**src/rtl/btcs_pkg.sv**
```systemverilog
// Shared constants, types and command/status structs for the byte trimmer.
// Used by the controller, the datapath and the top level.
package btcs_pkg;

  localparam int unsigned PENDING_DEPTH = 32;
  localparam int unsigned PTR_W = (PENDING_DEPTH > 1) ? $clog2(PENDING_DEPTH) : 1;
  localparam int unsigned CNT_W = $clog2(PENDING_DEPTH + 1);
  localparam int unsigned BYTE_W = 8;
  localparam int unsigned SET_W = 64;
  localparam int unsigned CFG_IDX_W = 3;

  localparam logic [CFG_IDX_W-1:0] CFG_SET_BITS_0 = 3'd0;
  localparam logic [CFG_IDX_W-1:0] CFG_SET_BITS_1 = 3'd1;
  localparam logic [CFG_IDX_W-1:0] CFG_SET_BITS_2 = 3'd2;
  localparam logic [CFG_IDX_W-1:0] CFG_SET_BITS_3 = 3'd3;
  localparam logic [CFG_IDX_W-1:0] CFG_TRIM_LEFT  = 3'd4;
  localparam logic [CFG_IDX_W-1:0] CFG_TRIM_RIGHT = 3'd5;

  typedef enum logic [1:0] {
    OSEL_RAM,
    OSEL_BYTE,
    OSEL_END
  } out_sel_e;

  typedef struct packed {
    logic     in_load;
    logic     rd_en;
    logic     pop;
    logic     push;
    logic     clear;
    logic     lead_clr;
    logic     lead_set;
    logic     out_load;
    out_sel_e out_sel;
    logic     out_ovf;
    logic     out_last_run;
  } dp_cmd_t;

  typedef struct packed {
    logic member;
    logic last;
    logic lead;
    logic trim_left;
    logic trim_right;
    logic cnt_zero;
    logic cnt_one;
    logic full;
    logic out_free;
  } dp_stat_t;

endpackage

```
**src/rtl/byte_trim_character_set.sv**
```systemverilog
// Byte trimmer against a 256-bit character set. A byte with its set bit is
// dropped at the start of a string (left trimming) and held in a pending queue
// of PENDING_DEPTH bytes (right trimming) until a non-member byte flushes it
// or the last byte of the string discards it. One input transaction is taken
// at a time. A queued byte that is flushed out is read through the queue's
// single registered read port, as is the oldest queued byte on an overflow.
// Results leave through an output register, so the next input transaction
// can be taken while a result still waits. The user must write configuration
// only while idle; the block itself does not enforce it.
// Depends on btcs_pkg, btcs_ctrl, btcs_dp, btcs_ram.
module byte_trim_character_set
  import btcs_pkg::*;
(
  input  logic                 clk_i,
  input  logic                 rst_ni,
  input  logic                 cfg_we_i,
  input  logic [CFG_IDX_W-1:0] cfg_idx_i,
  input  logic [SET_W-1:0]     cfg_wdata_i,
  input  logic                 s_axis_tvalid,
  output logic                 s_axis_tready,
  input  logic [7:0]           s_axis_tdata,  // [7:0] data_byte
  input  logic                 s_axis_tlast,  // last_byte
  output logic                 m_axis_tvalid,
  input  logic                 m_axis_tready,
  output logic [15:0]          m_axis_tdata,  // [7:0] out_byte, [8] last_of_run, zero fill
  output logic [1:0]           m_axis_tuser,  // [0] byte_valid, [1] overflow
  output logic                 m_axis_tlast   // end_of_string
);

  dp_cmd_t           cmd;
  dp_stat_t          stat;
  logic [BYTE_W-1:0] out_byte;
  logic              out_bv, out_eos, out_lr, out_ovf;

  btcs_ctrl u_ctrl (
    .clk_i     (clk_i),
    .rst_ni    (rst_ni),
    .in_valid_i(s_axis_tvalid),
    .in_ready_o(s_axis_tready),
    .stat_i    (stat),
    .cmd_o     (cmd)
  );

  btcs_dp u_dp (
    .clk_i           (clk_i),
    .rst_ni          (rst_ni),
    .cfg_we_i        (cfg_we_i),
    .cfg_idx_i       (cfg_idx_i),
    .cfg_wdata_i     (cfg_wdata_i),
    .in_byte_i       (s_axis_tdata),
    .in_last_i       (s_axis_tlast),
    .out_ready_i     (m_axis_tready),
    .out_valid_o     (m_axis_tvalid),
    .out_byte_o      (out_byte),
    .out_byte_valid_o(out_bv),
    .out_eos_o       (out_eos),
    .out_last_run_o  (out_lr),
    .out_ovf_o       (out_ovf),
    .cmd_i           (cmd),
    .stat_o          (stat)
  );

  assign m_axis_tdata = {7'b0, out_lr, out_byte};
  assign m_axis_tuser = {out_ovf, out_bv};
  assign m_axis_tlast = out_eos;

  a_bare_marker: assert property (@(posedge clk_i) disable iff (!rst_ni)
    (m_axis_tvalid && !out_bv) |-> (out_eos && out_lr && !out_ovf && out_byte == '0))
    else $error("bare end marker malformed");

  a_overflow_form: assert property (@(posedge clk_i) disable iff (!rst_ni)
    (m_axis_tvalid && out_ovf) |-> (out_bv && !out_eos && out_lr))
    else $error("overflow result malformed");

  a_busy_after_accept: assert property (@(posedge clk_i) disable iff (!rst_ni)
    (s_axis_tvalid && s_axis_tready) |=> !s_axis_tready)
    else $error("input taken again before the transaction was decided");

  a_queue_bound: assert property (@(posedge clk_i) disable iff (!rst_ni)
    stat.full |-> !stat.cnt_zero)
    else $error("pending queue count inconsistent");

endmodule

```
**src/rtl/btcs_ram.sv**
```systemverilog
// Generic single-write, single-read RAM with registered read data.
// No dependencies.
module btcs_ram #(
  parameter int unsigned WIDTH = 8,
  parameter int unsigned DEPTH = 32,
  parameter int unsigned ADDR_W = (DEPTH > 1) ? $clog2(DEPTH) : 1
) (
  input  logic              clk_i,
  input  logic              we_i,
  input  logic [ADDR_W-1:0] waddr_i,
  input  logic [WIDTH-1:0]  wdata_i,
  input  logic              re_i,
  input  logic [ADDR_W-1:0] raddr_i,
  output logic [WIDTH-1:0]  rdata_o
);

  logic [WIDTH-1:0] mem_q [DEPTH];
  logic [WIDTH-1:0] rdata_q;

  always_ff @(posedge clk_i) begin
    if (we_i) begin
      mem_q[waddr_i] <= wdata_i;
    end
    if (re_i) begin
      rdata_q <= mem_q[raddr_i];
    end
  end

  assign rdata_o = rdata_q;

endmodule

```
**src/rtl/btcs_ctrl.sv**
```systemverilog
// Controller state machine of the byte trimmer: sequences decide, flush,
// overflow and emit steps. Depends on btcs_pkg.
module btcs_ctrl
  import btcs_pkg::*;
(
  input  logic     clk_i,
  input  logic     rst_ni,
  input  logic     in_valid_i,
  output logic     in_ready_o,
  input  dp_stat_t stat_i,
  output dp_cmd_t  cmd_o
);

  typedef enum logic [2:0] {
    ST_IDLE,
    ST_DECIDE,
    ST_READ,
    ST_LOAD,
    ST_PUSH,
    ST_EMIT_BYTE,
    ST_EMIT_END
  } state_e;

  state_e state_q, state_d;
  logic   ovf_q, ovf_d;
  logic   drop;

  assign drop       = stat_i.trim_left & stat_i.lead & stat_i.member;
  assign in_ready_o = (state_q == ST_IDLE);

  always_comb begin
    state_d = state_q;
    ovf_d   = ovf_q;
    cmd_o   = '0;
    cmd_o.out_sel = OSEL_BYTE;
    case (state_q)
      ST_IDLE: begin
        if (in_valid_i) begin
          cmd_o.in_load = 1'b1;
          state_d = ST_DECIDE;
        end
      end
      ST_DECIDE: begin
        ovf_d = 1'b0;
        if (drop) begin
          state_d = stat_i.last ? ST_EMIT_END : ST_IDLE;
        end else begin
          cmd_o.lead_clr = 1'b1;
          if (stat_i.trim_right && stat_i.member) begin
            if (stat_i.last) begin
              state_d = ST_EMIT_END;
            end else if (stat_i.full) begin
              ovf_d   = 1'b1;
              state_d = ST_READ;
            end else begin
              cmd_o.push = 1'b1;
              state_d = ST_IDLE;
            end
          end else begin
            state_d = stat_i.cnt_zero ? ST_EMIT_BYTE : ST_READ;
          end
        end
      end
      ST_READ: begin
        cmd_o.rd_en = 1'b1;
        state_d = ST_LOAD;
      end
      ST_LOAD: begin
        if (stat_i.out_free) begin
          cmd_o.out_load     = 1'b1;
          cmd_o.out_sel      = OSEL_RAM;
          cmd_o.out_ovf      = ovf_q;
          cmd_o.out_last_run = ovf_q;
          cmd_o.pop          = 1'b1;
          if (ovf_q) begin
            state_d = ST_PUSH;
          end else if (stat_i.cnt_one) begin
            state_d = ST_EMIT_BYTE;
          end else begin
            state_d = ST_READ;
          end
        end
      end
      ST_PUSH: begin
        cmd_o.push = 1'b1;
        state_d = ST_IDLE;
      end
      ST_EMIT_BYTE: begin
        if (stat_i.out_free) begin
          cmd_o.out_load     = 1'b1;
          cmd_o.out_sel      = OSEL_BYTE;
          cmd_o.out_last_run = 1'b1;
          cmd_o.clear        = stat_i.last;
          cmd_o.lead_set     = stat_i.last;
          state_d = ST_IDLE;
        end
      end
      ST_EMIT_END: begin
        if (stat_i.out_free) begin
          cmd_o.out_load     = 1'b1;
          cmd_o.out_sel      = OSEL_END;
          cmd_o.out_last_run = 1'b1;
          cmd_o.clear        = 1'b1;
          cmd_o.lead_set     = 1'b1;
          state_d = ST_IDLE;
        end
      end
      default: begin
        state_d = ST_IDLE;
      end
    endcase
  end

  always_ff @(posedge clk_i or negedge rst_ni) begin
    if (!rst_ni) begin
      state_q <= ST_IDLE;
      ovf_q   <= 1'b0;
    end else begin
      state_q <= state_d;
      ovf_q   <= ovf_d;
    end
  end

endmodule

```
**src/rtl/btcs_dp.sv**
```systemverilog
// Datapath of the byte trimmer: configuration, membership lookup, pending
// queue pointers and RAM, and the output register. Depends on btcs_pkg, btcs_ram.
module btcs_dp
  import btcs_pkg::*;
(
  input  logic                 clk_i,
  input  logic                 rst_ni,
  input  logic                 cfg_we_i,
  input  logic [CFG_IDX_W-1:0] cfg_idx_i,
  input  logic [SET_W-1:0]     cfg_wdata_i,
  input  logic [BYTE_W-1:0]    in_byte_i,
  input  logic                 in_last_i,
  input  logic                 out_ready_i,
  output logic                 out_valid_o,
  output logic [BYTE_W-1:0]    out_byte_o,
  output logic                 out_byte_valid_o,
  output logic                 out_eos_o,
  output logic                 out_last_run_o,
  output logic                 out_ovf_o,
  input  dp_cmd_t              cmd_i,
  output dp_stat_t             stat_o
);

  localparam logic [CNT_W-1:0] DEPTH_C = CNT_W'(PENDING_DEPTH);
  localparam logic [CNT_W:0] DEPTH_W_C = (CNT_W+1)'(PENDING_DEPTH);

  logic [3:0][SET_W-1:0] set_q;
  logic                  trim_l_q, trim_r_q;
  logic [BYTE_W-1:0]     byte_q;
  logic                  last_q, member_q, lead_q;
  logic [PTR_W-1:0]      head_q;
  logic [CNT_W-1:0]      cnt_q;
  logic                  oval_q;
  logic [BYTE_W-1:0]     obyte_q;
  logic                  obv_q, oeos_q, olr_q, oovf_q;

  logic [4*SET_W-1:0]    set_all;
  logic [PTR_W-1:0]      head_inc;
  logic [CNT_W:0]        wsum;
  logic [PTR_W-1:0]      waddr;
  logic [BYTE_W-1:0]     rdata;

  assign set_all  = set_q;
  assign head_inc = ({1'b0, head_q} == CNT_W'(PENDING_DEPTH - 1)) ? '0 : head_q + 1'b1;
  assign wsum     = (CNT_W+1)'(head_q) + (CNT_W+1)'(cnt_q);
  assign waddr    = (wsum >= DEPTH_W_C) ? PTR_W'(wsum - DEPTH_W_C) : PTR_W'(wsum);

  btcs_ram #(
    .WIDTH(BYTE_W),
    .DEPTH(PENDING_DEPTH)
  ) u_ram (
    .clk_i  (clk_i),
    .we_i   (cmd_i.push),
    .waddr_i(waddr),
    .wdata_i(byte_q),
    .re_i   (cmd_i.rd_en),
    .raddr_i(head_q),
    .rdata_o(rdata)
  );

  always_ff @(posedge clk_i or negedge rst_ni) begin
    if (!rst_ni) begin
      set_q    <= '0;
      trim_l_q <= 1'b1;
      trim_r_q <= 1'b1;
    end else if (cfg_we_i) begin
      case (cfg_idx_i)
        CFG_SET_BITS_0: set_q[0] <= cfg_wdata_i;
        CFG_SET_BITS_1: set_q[1] <= cfg_wdata_i;
        CFG_SET_BITS_2: set_q[2] <= cfg_wdata_i;
        CFG_SET_BITS_3: set_q[3] <= cfg_wdata_i;
        CFG_TRIM_LEFT:  trim_l_q <= cfg_wdata_i[0];
        CFG_TRIM_RIGHT: trim_r_q <= cfg_wdata_i[0];
        default: ;
      endcase
    end
  end

  always_ff @(posedge clk_i) begin
    if (cmd_i.in_load) begin
      byte_q   <= in_byte_i;
      last_q   <= in_last_i;
      member_q <= set_all[in_byte_i];
    end
  end

  always_ff @(posedge clk_i or negedge rst_ni) begin
    if (!rst_ni) begin
      head_q <= '0;
      cnt_q  <= '0;
      lead_q <= 1'b1;
    end else begin
      if (cmd_i.clear) begin
        head_q <= '0;
        cnt_q  <= '0;
      end else if (cmd_i.pop) begin
        head_q <= head_inc;
        cnt_q  <= cnt_q - 1'b1;
      end else if (cmd_i.push) begin
        cnt_q  <= cnt_q + 1'b1;
      end
      if (cmd_i.lead_set) begin
        lead_q <= 1'b1;
      end else if (cmd_i.lead_clr) begin
        lead_q <= 1'b0;
      end
    end
  end

  always_ff @(posedge clk_i or negedge rst_ni) begin
    if (!rst_ni) begin
      oval_q <= 1'b0;
    end else if (cmd_i.out_load) begin
      oval_q <= 1'b1;
    end else if (out_ready_i) begin
      oval_q <= 1'b0;
    end
  end

  always_ff @(posedge clk_i) begin
    if (cmd_i.out_load) begin
      olr_q  <= cmd_i.out_last_run;
      oovf_q <= cmd_i.out_ovf;
      case (cmd_i.out_sel)
        OSEL_RAM: begin
          obyte_q <= rdata;
          obv_q   <= 1'b1;
          oeos_q  <= 1'b0;
        end
        OSEL_BYTE: begin
          obyte_q <= byte_q;
          obv_q   <= 1'b1;
          oeos_q  <= last_q;
        end
        default: begin
          obyte_q <= '0;
          obv_q   <= 1'b0;
          oeos_q  <= 1'b1;
        end
      endcase
    end
  end

  assign out_valid_o      = oval_q;
  assign out_byte_o       = obyte_q;
  assign out_byte_valid_o = obv_q;
  assign out_eos_o        = oeos_q;
  assign out_last_run_o   = olr_q;
  assign out_ovf_o        = oovf_q;

  assign stat_o.member     = member_q;
  assign stat_o.last       = last_q;
  assign stat_o.lead       = lead_q;
  assign stat_o.trim_left  = trim_l_q;
  assign stat_o.trim_right = trim_r_q;
  assign stat_o.cnt_zero   = (cnt_q == '0);
  assign stat_o.cnt_one    = (cnt_q == CNT_W'(1));
  assign stat_o.full       = (cnt_q >= DEPTH_C);
  assign stat_o.out_free   = !oval_q || out_ready_i;

endmodule
```
**config.mk**
```make
export PLATFORM = sky130hd
export DESIGN_NAME = byte_trim_character_set
export DESIGN_NICKNAME = d
export VERILOG_FILES = /design/src/rtl/btcs_pkg.sv /design/src/rtl/byte_trim_character_set.sv /design/src/rtl/btcs_ram.sv /design/src/rtl/btcs_ctrl.sv /design/src/rtl/btcs_dp.sv
export SDC_FILE = /design/constraint.sdc
export NUM_CORES = 1
export LEC_CHECK = 0
export BUFFER_PORTS_ARGS = -buffer_cell sky130_fd_sc_hd__buf_2
export CAP_MARGIN = 15
export CORE_UTILIZATION = 54
export DETAILED_ROUTE_END_ITERATION = 12
export PLACE_DENSITY = 0.71
export RECOVER_POWER = 100
export SYNTH_ARGS = -nofsm -noshare
export SYNTH_HDL_FRONTEND = slang
export SYNTH_HIERARCHICAL = 1
export SYNTH_SLANG_ARGS = --single-unit
```
**constraint.sdc**
```tcl
create_clock -name clk_i -period 9.6 [get_ports clk_i]
set_input_delay 1.44 -clock clk_i [delete_from_list [all_inputs] [get_ports clk_i]]
set_output_delay 1.44 -clock clk_i [all_outputs]
set_load 0.05 [all_outputs]
```
==> key figures, run 1 <==
Drt
  – Router iterations before antenna repair: 5
  – Wire per inst: 25.1 um
  – Post-route DRC: 0
  – Vias per cell: 6.08
  – WL final: 53100 um
  – Initial DRC count: 997
  – Post-DRT Antenna Nets: 0
  – Vias after detailed routing: 12900

Clock network
  – Max clock buf depth: 3
  – Resized Gates After CTS: 0
  – Sink Count: 561
  – Root Driver: clkbuf_16
  – CTS tree: built
  – CTS Buf Count: 56
  – Worst-Skew Late Latency: 0.62 ns
  – Post-CTS Setup Bufs: 0
  – # hold bufs at CTS: 0
  – CTS clk-pin slew, worst paths: 0.06 ns
  – H-Tree Depth: 2

Place
  – DP Wirelength: 33500 um
  – I/O Buffers: 94
  – GP Congestion: 0.792

Floorplanning
  – Die width: 213 um
  – Std-Cell Core Area: 44100 sq um
  – Num rows: 77
  – Die area: 45600 sq um
  – Initial Utilization: 54.7%
  – IO Count: 102
  – DIE HEIGHT: 213 um

Final layout
  – Share of cells above drive strength 1: 35.6%
  – Nets@finish: 1572
  – Area Growth Syn to Fin: 11.0%
  – Fill count: 3314

Yosys
  – Synth area leaders: edfxtp_1, dfrtp_1, mux2_2
  – Mapped Cells: 1401
  – Primary FF master, synth: edfxtp_1
  – Unique masters post-synth: 61
  – Post-Syn Area: 24100 sq um
  – Post-synth top cells: edfxtp_1, dfrtp_1, mux2_2
  – Most frequent cell after synthesis: edfxtp_1
  – EDFF count, synth: 286
  – Avg Inst Size Synth: 17.2 sq um
  – Synth area leader: edfxtp_1
  – Post-synthesis sequential area ratio: 64.1%
  – Register bit total from synthesis: 561
  – Synth top area share: 35.6%
  – Post-synthesis async set-or-reset flop share: 49.0%
  – Ys Warns: 6

Power
  – Share of total power in combinational logic: 24.3%
  – Static Leakage: 0.0100 uW
  – Switching power of the nets: 2070 uW
  – Sw Ratio: 29.0%
  – Sequential share of power: 44.4%
  – Clock Power Share: 31.3%
  – Maximum vdd ir drop: 187 uV
  – P_int: 5070 uW
  – Design Power: 7140 uW
  – Power per standard cell area: 267 nW/um^2

Timing
  – Worst-Margin Slew: 4.06 ns
  – Worst Skew: 0.0265 ns
  – Slew headroom: -171%
  – Max Clk Rate: 163 MHz
  – Hold Vio Cnt, Final: 0
  – Final setup viols: 0
  – Max-slew violation count: 550
  – RSZ-0062 raised after global routing: no
  – TNS Setup: 0 ns
  – Post-route clock period utilization: 63.9%
  – Post-layout min period: 6.14 ns
  – Hold_ws: 0.497 ns

Worst setup path
  – Critical Path Sink Type: flop
  – Critical Path AT: 6.50 ns
  – Startpoint types: primary input
  – Critical path class: primary input to flop
  – Worst-path fanout max: 52
  – Cell mode on critical path: a31oi_1
  – WP data required: 9.96 ns
  – Worst path slowest cell: clkbuf_1
  – Crit path largest cell delay: 2.72 ns
  – Crit path cell chain: buf_2 > clkbuf_1 > nor2_1 > a22o_1 > nor4_1 > a31oi_1 > a32oi_1 > a31oi_1

GRT
  – Gr ovfl total: 0
  – GRT Overall Usage: 24.0%
  – Largest net degree at the start of global routing: 100
  – Vias in the first global route: 13200
  – First-pass GRT wire length: 80600 um
  – Initial antenna violation count: 6

Run
  – Max-cap check violation count: 11

Run status
  – Status: complete, but fails checks
  – Failing checks: max-capacitance violations, max-slew violations

Min path
  – HP Class: flop to flop
-- stage by stage --
| stage | area (sq um) | util, % | setup WS, ns | cells |
|---|---|---|---|---|
| global route | 26800 | 60.7 | 2.89 | 2118 |
| floorplan | 24200 | - | 6.43 | 1407 |
| detailed placement | 24900 | 56.5 | 5.32 | 2008 |
| finish | 26800 | 60.7 | 3.46 | 2119 |
| global placement | 24900 | 56.5 | 5.34 | 2008 |
| CTS | 26800 | 60.8 | 5.51 | 2112 |
-- power groups by stage --
stage / registers (uW) / clock network [uW] / logic (uW)
6_report: 3170 / 2230 / 1740
5_1_grt: 3220 / 2380 / 1860
4_1_cts: 3180 / 2280 / 1730
3_5_place_dp: 3230 / 0 / 1720
3_3_place_gp: 3210 / 0 / 1680
2_1_floorplan: 3150 / 0 / 1290
-- worst paths after layout --
path	from	end	slack, ns	cells after the start
max	s_axis_tdata[0]	u_dp/member_q$_DFFE_PP_	3.46	8
min	u_dp/set_all[225]$_DFFE_PN0P_	u_dp/set_all[225]$_DFFE_PN0P_	0.50	1
max reg2reg	u_dp/head_q[0]$_DFFE_PN0P_	u_dp/u_ram/rdata_o[2]$_DFFE_PP_	3.55	4
min reg2reg	u_dp/set_all[225]$_DFFE_PN0P_	u_dp/set_all[225]$_DFFE_PN0P_	0.50	1
max in group asynchronous	rst_ni	u_dp/set_all[40]$_DFFE_PN0P_	5.19	2
min in group asynchronous	rst_ni	u_ctrl/state_q[0]$_DFFE_PN0P_	0.83	1
-- routing by layer --
metal  track usage, %  wire length [um]
met1             32.4             22200
met2             39.3             26500
met3             3.90              2570
met4             9.19              1800
met5                0                67
-- placed cells by master, fill, tap and decap left out, types with 7 or more instances in the layout --
cell	Yosys	routed
edfxtp_1	286	286
dfrtp_1	272	271
mux2_2	267	265
mux4_2	105	105
nor2_1	71	70
mux2i_1	70	70
buf_2	25	69
clkbuf_16	0	56
clkbuf_1	28	53
o22ai_1	22	22
nand2_1	17	17
inv_1	13	13
nand3_1	13	13
clkbuf_8	0	12
o21ai_0	12	12
a21oi_1	11	11
a22oi_1	11	11
mux4_1	11	11
nor2b_1	10	10
ha_1	10	10
nand3b_1	9	9
nor4_1	8	8
conb_1	1	7
and3_1	7	7
a31oi_1	7	7
-- area by class of cell --
type	count	area [sq um]	share of cell area, %
well taps	592	741	2.76
diodes	1	2.50	0.00934
clock buffers	84	1630	6.07
multi-input cells	736	8080	30.2
clock inverters	20	280	1.05
flip-flops and latches	561	15500	57.8
inverters	14	52.6	0.196
repair buffers	111	529	1.98
-- registers in the layout, indices dropped and copies added (netlist names) --
| signal | count |
|---|---|
| u_dp/set_all | 256 |
| u_dp/u_ram/mem_q | 256 |
| u_dp/byte_q | 8 |
| u_dp/out_byte_o | 8 |
| u_dp/u_ram/rdata_o | 8 |
| u_dp/cnt_q | 6 |
| u_dp/head_q | 5 |
| u_ctrl/state_q | 3 |
| u_ctrl/ovf_q | 1 |
| u_dp/last_q | 1 |
| u_dp/lead_q | 1 |
| u_dp/member_q | 1 |
| u_dp/out_byte_valid_o | 1 |
| u_dp/out_eos_o | 1 |
| u_dp/out_last_run_o | 1 |
| u_dp/out_ovf_o | 1 |
| u_dp/out_valid_o | 1 |
| u_dp/trim_l_q | 1 |
| u_dp/trim_r_q | 1 |
-- worst max-delay path: cells and delay by family --
| kind | cells | cell delay, ns |
|---|---|---|
| buffers and inverters | 2 | 2.79 |
| AND/OR/NAND/NOR | 2 | 1.30 |
| AO/OA/AOI/OAI | 4 | 0.89 |
-- logic make-up (layout without fill, tap and decap cells) --
family          Yosys count  after routing  synth area share, %
buf+inv                 110            229                 2.54
simple gates            164            164                 3.41
compound gates           92             92                 2.66
flops                   561            561                 64.1
fa+ha+maj                11             11                0.601
other cells               1              8               0.0155
mux                     453            453                 26.3
xor+xnor                  9              9                0.326
(Power assumes the default switching activity.)
==> run 2: changes to the inputs <==
--- a/config.mk
+++ b/config.mk
@@ -9,7 +9,7 @@
 export CAP_MARGIN = 15
 export CORE_UTILIZATION = 54
 export DETAILED_ROUTE_END_ITERATION = 12
-export PLACE_DENSITY = 0.71
+export PLACE_DENSITY = 0.74
 export RECOVER_POWER = 100
 export SYNTH_ARGS = -nofsm -noshare
 export SYNTH_HDL_FRONTEND = slang
==> constraint.sdc (replaced) <==
create_clock -name clk_i -period 5.35 [get_ports clk_i]
set_input_delay 0.8025 -clock clk_i [delete_from_list [all_inputs] [get_ports clk_i]]
set_output_delay 0.8025 -clock clk_i [all_outputs]
set_load 0.05 [all_outputs]
==> run 2 against run 1 <==
  * The run still ends with max-capacitance violations, max-slew violations left
  * Cell area is 0.30% lower
  * Sequential share of layout area is 0.19 points higher
  * Combinational power is 80% higher
  * Worst hold slack worse by 0.12 ns
  * Setup slack worse by 2.7 ns
  * Routed wire length is 1.2% higher
  * Critical path type is now flop to flop
==> key figures, run 2 (same netlist as run 1, synthesis figures left out) <==
Run status
  – Status: complete, but fails checks
  – Failing checks: max-capacitance violations, max-slew violations

Final layout
  – Most common library cell in the layout ignoring fill and taps: edfxtp_1
  – Most frequent cells in the layout: edfxtp_1, dfrtp_1, mux2_2, mux4_2, nor2_1
  – Area Growth Syn to Fin: 10.6%
  – Share of cells above drive strength 1: 35.3%
  – Nets@finish: 1576

GRT
  – First-pass GRT wire length: 81700 um
  – GRT Overall Usage: 24.2%
  – Gr ovfl total: 0
  – Initial antenna violation count: 4
  – Vias in the first global route: 13400
  – Largest net degree at the start of global routing: 133

Place
  – DP Wirelength: 33800 um
  – I/O Buffers: 94
  – GP Congestion: 0.844
  – Post-place setup slack: 1.38 ns

Clock network
  – CTS clk-pin slew, worst paths: 0.06 ns
  – Max clock buf depth: 3
  – H-Tree Depth: 2
  – Sink Count: 561
  – Worst-Skew Late Latency: 0.61 ns
  – Post-CTS Setup Bufs: 0
  – CTS tree: built
  – # hold bufs at CTS: 0
  – CTS Buf Count: 55
  – Root Driver: clkbuf_16
  – Resized Gates After CTS: 0

Drt
  – Wire per inst: 25.3 um
  – Router iterations before antenna repair: 5
  – Post-route DRC: 0
  – Initial DRC count: 1036
  – Post-DRT Antenna Nets: 0
  – Vias after detailed routing: 13100
  – WL final: 53700 um
  – Vias per cell: 6.17

Timing
  – TNS Setup: 0 ns
  – Max-slew violation count: 608
  – Post-layout min period: 4.62 ns
  – RSZ-0062 raised after global routing: no
  – Worst Skew: 0.0187 ns
  – Slew headroom: -137%
  – Worst-Margin Slew: 3.55 ns
  – Final setup viols: 0
  – Post-route clock period utilization: 86.3%
  – Hold_ws: 0.375 ns
  – Hold Vio Cnt, Final: 0
  – Setup ws final: 0.733 ns
  – Max Clk Rate: 217 MHz

Worst setup path
  – Crit path largest cell delay: 1.79 ns
  – Critical path class: flop to flop
  – Worst path slowest cell: clkbuf_1
  – Worst-path fanout max: 44
  – Cell mode on critical path: mux4_2
  – Crit path cell chain: clkbuf_1 > mux4_2 > mux4_2 > mux2_1
  – WP data required: 5.69 ns
  – Critical Path AT: 4.96 ns
  – Critical Path Sink Type: flop
  – Startpoint types: flop

Power
  – Maximum vdd ir drop: 353 uV
  – Static Leakage: 0.0100 uW
  – Power per standard cell area: 474 nW/um^2

Floorplanning
  – Initial Utilization: 54.7%
  – DIE HEIGHT: 213 um
  – Die width: 213 um
  – Std-Cell Core Area: 44100 sq um
  – Die area: 45600 sq um
  – IO Count: 102
  – Num rows: 77

Run
  – Max-cap check violation count: 12

Min path
  – HP Class: primary input to flop
[run 2: final timing paths]
check | startpoint | slack [ns] | endpoint | cells past startpoint
setup / recovery | u_dp/head_q[2]$_DFFE_PN0P_ | 0.73 | u_dp/u_ram/rdata_o[6]$_DFFE_PP_ | 4
max in group asynchronous | rst_ni | 1.44 | u_dp/set_all[110]$_DFFE_PN0P_ | 2
hold reg to reg | u_dp/set_all[200]$_DFFE_PN0P_ | 0.50 | u_dp/set_all[200]$_DFFE_PN0P_ | 1
setup reg to reg | u_dp/head_q[2]$_DFFE_PN0P_ | 0.73 | u_dp/u_ram/rdata_o[6]$_DFFE_PP_ | 4
hold / removal | s_axis_tlast | 0.38 | u_dp/last_q$_DFFE_PP_ | 1
min in group asynchronous | rst_ni | 0.92 | u_dp/set_all[75]$_DFFE_PN0P_ | 1
[run 2: where the power goes]
group          total, uW  internal (uW)  switching (uW)
combinational       3140           1480            1660
sequential          5670           5220             449
clock               3840           2190            1650
[run 2: stage by stage]
step,total power [uW],std cells,cell area [sq um],utilization (%)
2_1_floorplan,7980,1407,24200,-
3_3_place_gp,8760,2013,25000,56.6
3_5_place_dp,8850,2013,25000,56.6
4_1_cts,12700,2117,26800,60.7
5_1_grt,13200,2124,26700,60.5
6_report,12600,2124,26700,60.5
[run 2: layout make-up]
class	count	area [sq um]
fill	3271	17400
sequential	561	15500
multi-input combinational	736	8070
clock buffer	68	1460
tap	592	741
timing repair buffer	116	558
clock inverter	36	349
inverter	14	52.6
antenna	1	2.50
[run 2: per-layer routing]
| metal | part of all wire (%) | vias up | track usage (%) |
|---|---|---|---|
| li1 | - | 5603 | - |
| met4 | 3.3 | 6 | 9.29 |
| met5 | 0.071 | - | 0 |
| met3 | 6.2 | 111 | 5.20 |
| met1 | 42 | 6908 | 32.8 |
| met2 | 49 | 467 | 38.6 |
[run 2: worst max-delay path: cells and delay by family (launching register included)]
family,cells,cell delay (ns)
buffers and inverters,1,1.79
multiplexers,3,1.40
flip-flops,1,1.13
==> run 3: changes to the inputs <==
--- a/config.mk
+++ b/config.mk
@@ -9,7 +9,7 @@
 export CAP_MARGIN = 15
 export CORE_UTILIZATION = 54
 export DETAILED_ROUTE_END_ITERATION = 12
-export PLACE_DENSITY = 0.74
+export PLACE_DENSITY = 0.71
 export RECOVER_POWER = 100
 export SYNTH_ARGS = -nofsm -noshare
 export SYNTH_HDL_FRONTEND = slang
==> constraint.sdc (replaced) <==
create_clock -name clk_i -period 5.6 [get_ports clk_i]
set_input_delay 0.84 -clock clk_i [delete_from_list [all_inputs] [get_ports clk_i]]
set_output_delay 0.84 -clock clk_i [all_outputs]
set_load 0.05 [all_outputs]
==> run 3 against run 2 <==
  * The run still ends with max-capacitance violations, max-slew violations left
  * First-iteration DRC count is 2.2% lower
  * Global-route usage is 0.25 points lower
  * Critical endpoint is now u_dp/member_q$_DFFE_PP_
  * Via count is 1.3% lower
  * Clock-buffer cell count is 8 higher
  * Critical path depth is 4 higher
  * Non-clock buffer count is 1 lower
  * Setup slack better by 0.31 ns
  * Final cell count is 0.14% lower
  * Cell area hardly changed
  * Power is 4.5% lower
==> key figures, run 3 (same netlist as run 1, synthesis figures left out) <==
Run status
  – Status: complete, but fails checks
  – Failing checks: max-capacitance violations, max-slew violations

Final layout
  – Most frequent cells in the layout: edfxtp_1, dfrtp_1, mux2_2, mux4_2
  – Area Growth Syn to Fin: 10.7%
  – Nets@finish: 1576
  – Antenna diodes: 0
  – Most common library cell in the layout ignoring fill and taps: edfxtp_1
  – Fill count: 3322
  – Share of cells above drive strength 1: 35.6%

Power
  – Share of total power in combinational logic: 25.1%
  – Static Leakage: 0.0100 uW
  – Sequential share of power: 44.4%
  – Maximum vdd ir drop: 339 uV
  – Switching power of the nets: 3550 uW
  – Power per standard cell area: 452 nW/um^2
  – P_int: 8520 uW
  – Sw Ratio: 29.4%
  – Clock Power Share: 30.5%

Worst setup path
  – Worst path slowest cell: clkbuf_1
  – R2r worst-path depth: 4
  – Cell mode on critical path: clkbuf_1
  – Critical path class: primary input to flop
  – WP data required: 5.95 ns
  – Worst-path fanout max: 21
  – Critical Path Sink Type: flop
  – Crit path cell chain: clkbuf_1 > clkbuf_1 > nor2b_1 > a22oi_1 > nand4_1 > a41oi_1 > nor4_1 > a31oi_1
  – Critical Path AT: 4.91 ns
  – Crit path largest cell delay: 1.25 ns
  – Startpoint types: primary input

Clock network
  – H-Tree Depth: 2
  – Post-CTS Setup Bufs: 0
  – CTS clk-pin slew, worst paths: 0.07 ns
  – # hold bufs at CTS: 0
  – Root Driver: clkbuf_16
  – Worst-Skew Late Latency: 0.63 ns
  – CTS Buf Count: 56
  – Sink Count: 561
  – Max clock buf depth: 3
  – CTS tree: built
  – Resized Gates After CTS: 0

Floorplanning
  – DIE HEIGHT: 213 um
  – Die area: 45600 sq um
  – Die width: 213 um
  – Std-Cell Core Area: 44100 sq um
  – Num rows: 77
  – IO Count: 102
  – Initial Utilization: 54.7%

Run
  – Max-cap check violation count: 16

Timing
  – Worst Skew: 0.0260 ns
  – Post-route clock period utilization: 81.4%
  – Max Clk Rate: 219 MHz
  – Max-slew violation count: 745
  – TNS Setup: 0 ns
  – RSZ-0062 raised after global routing: no
  – Hold Vio Cnt, Final: 0
  – Post-layout min period: 4.56 ns
  – Final setup viols: 0
  – Worst-Margin Slew: 3.90 ns
  – Slew headroom: -160%
  – Hold_ws: 0.213 ns

Place
  – DP Wirelength: 33800 um
  – GP Congestion: 0.828
  – I/O Buffers: 94

GRT
  – Gr ovfl total: 0
  – Largest net degree at the start of global routing: 135
  – GRT Overall Usage: 24.0%
  – Initial antenna violation count: 2
  – First-pass GRT wire length: 80600 um
  – Vias in the first global route: 13200

Drt
  – Post-DRT Antenna Nets: 0
  – Router iterations before antenna repair: 5
  – Initial DRC count: 1013
  – Post-route DRC: 0
  – Wire per inst: 24.9 um
  – Vias per cell: 6.09
  – WL final: 52700 um
  – Vias after detailed routing: 12900

Min path
  – HP Class: primary input to async pin
==> run 3: critical path: cells and delay by family <==
| family | cells | cell delay, ns |
|---|---|---|
| and+or+nand+nor | 3 | 1.35 |
| buffers and inverters | 2 | 2.26 |
| AOI/OAI and AO/OA | 3 | 0.44 |
==> run 3: routing by layer <==
layer / track usage (%) / routed length [um] / up-vias
met5: 0 / 28 / -
met4: 10.4 / 2020 / 4
met3: 3.87 / 2920 / 115
met2: 38.2 / 25500 / 418
met1: 32.8 / 22300 / 6795
li1: - / - / 5591
==> run 3: layout make-up <==
class                   count  area, sq um  area share [%]
inverters                  14         52.6           0.197
well taps                 592          741            2.77
clock buffers              76         1550            5.79
multi-input cells         736         8080            30.2
flip-flops and latches    561        15500            57.9
repair buffers            115          558            2.09
clock inverters            27          274            1.03
==> run 3: final timing paths <==
check | slack, ns | start | end
worst max register to register | 1.09 | u_dp/head_q[0]$_DFFE_PN0P_ | u_dp/u_ram/rdata_o[5]$_DFFE_PP_
worst min-delay path | 0.21 | rst_ni | u_dp/head_q[1]$_DFFE_PN0P_
worst max-delay path | 1.04 | s_axis_tdata[0] | u_dp/member_q$_DFFE_PP_
worst min register to register | 0.50 | u_dp/set_all[234]$_DFFE_PN0P_ | u_dp/set_all[234]$_DFFE_PN0P_
max in group asynchronous | 1.70 | rst_ni | u_dp/set_all[122]$_DFFE_PN0P_
min in group clk_i | 0.41 | s_axis_tlast | u_dp/last_q$_DFFE_PP_
==> run 3: stage by stage <==
stage | power [uW] | cell area (sq um) | utilization (%) | setup WS [ns] | cells
2_1_floorplan | 7620 | 24200 | - | 2.55 | 1407
3_3_place_gp | 8400 | 25000 | 56.7 | 1.80 | 2016
3_5_place_dp | 8480 | 25000 | 56.7 | 1.61 | 2016
4_1_cts | 12200 | 26800 | 60.8 | 1.60 | 2119
5_1_grt | 12600 | 26700 | 60.6 | 0.690 | 2121
6_report | 12100 | 26700 | 60.6 | 1.04 | 2121
==> run 3: power groups by stage <==
stage	combinational, uW	sequential [uW]	clock, uW
global route	3240	5450	3920
detailed placement	3030	5440	0
floorplan	2210	5410	0
global placement	2980	5420	0
CTS	3050	5370	3770
finish	3030	5370	3690
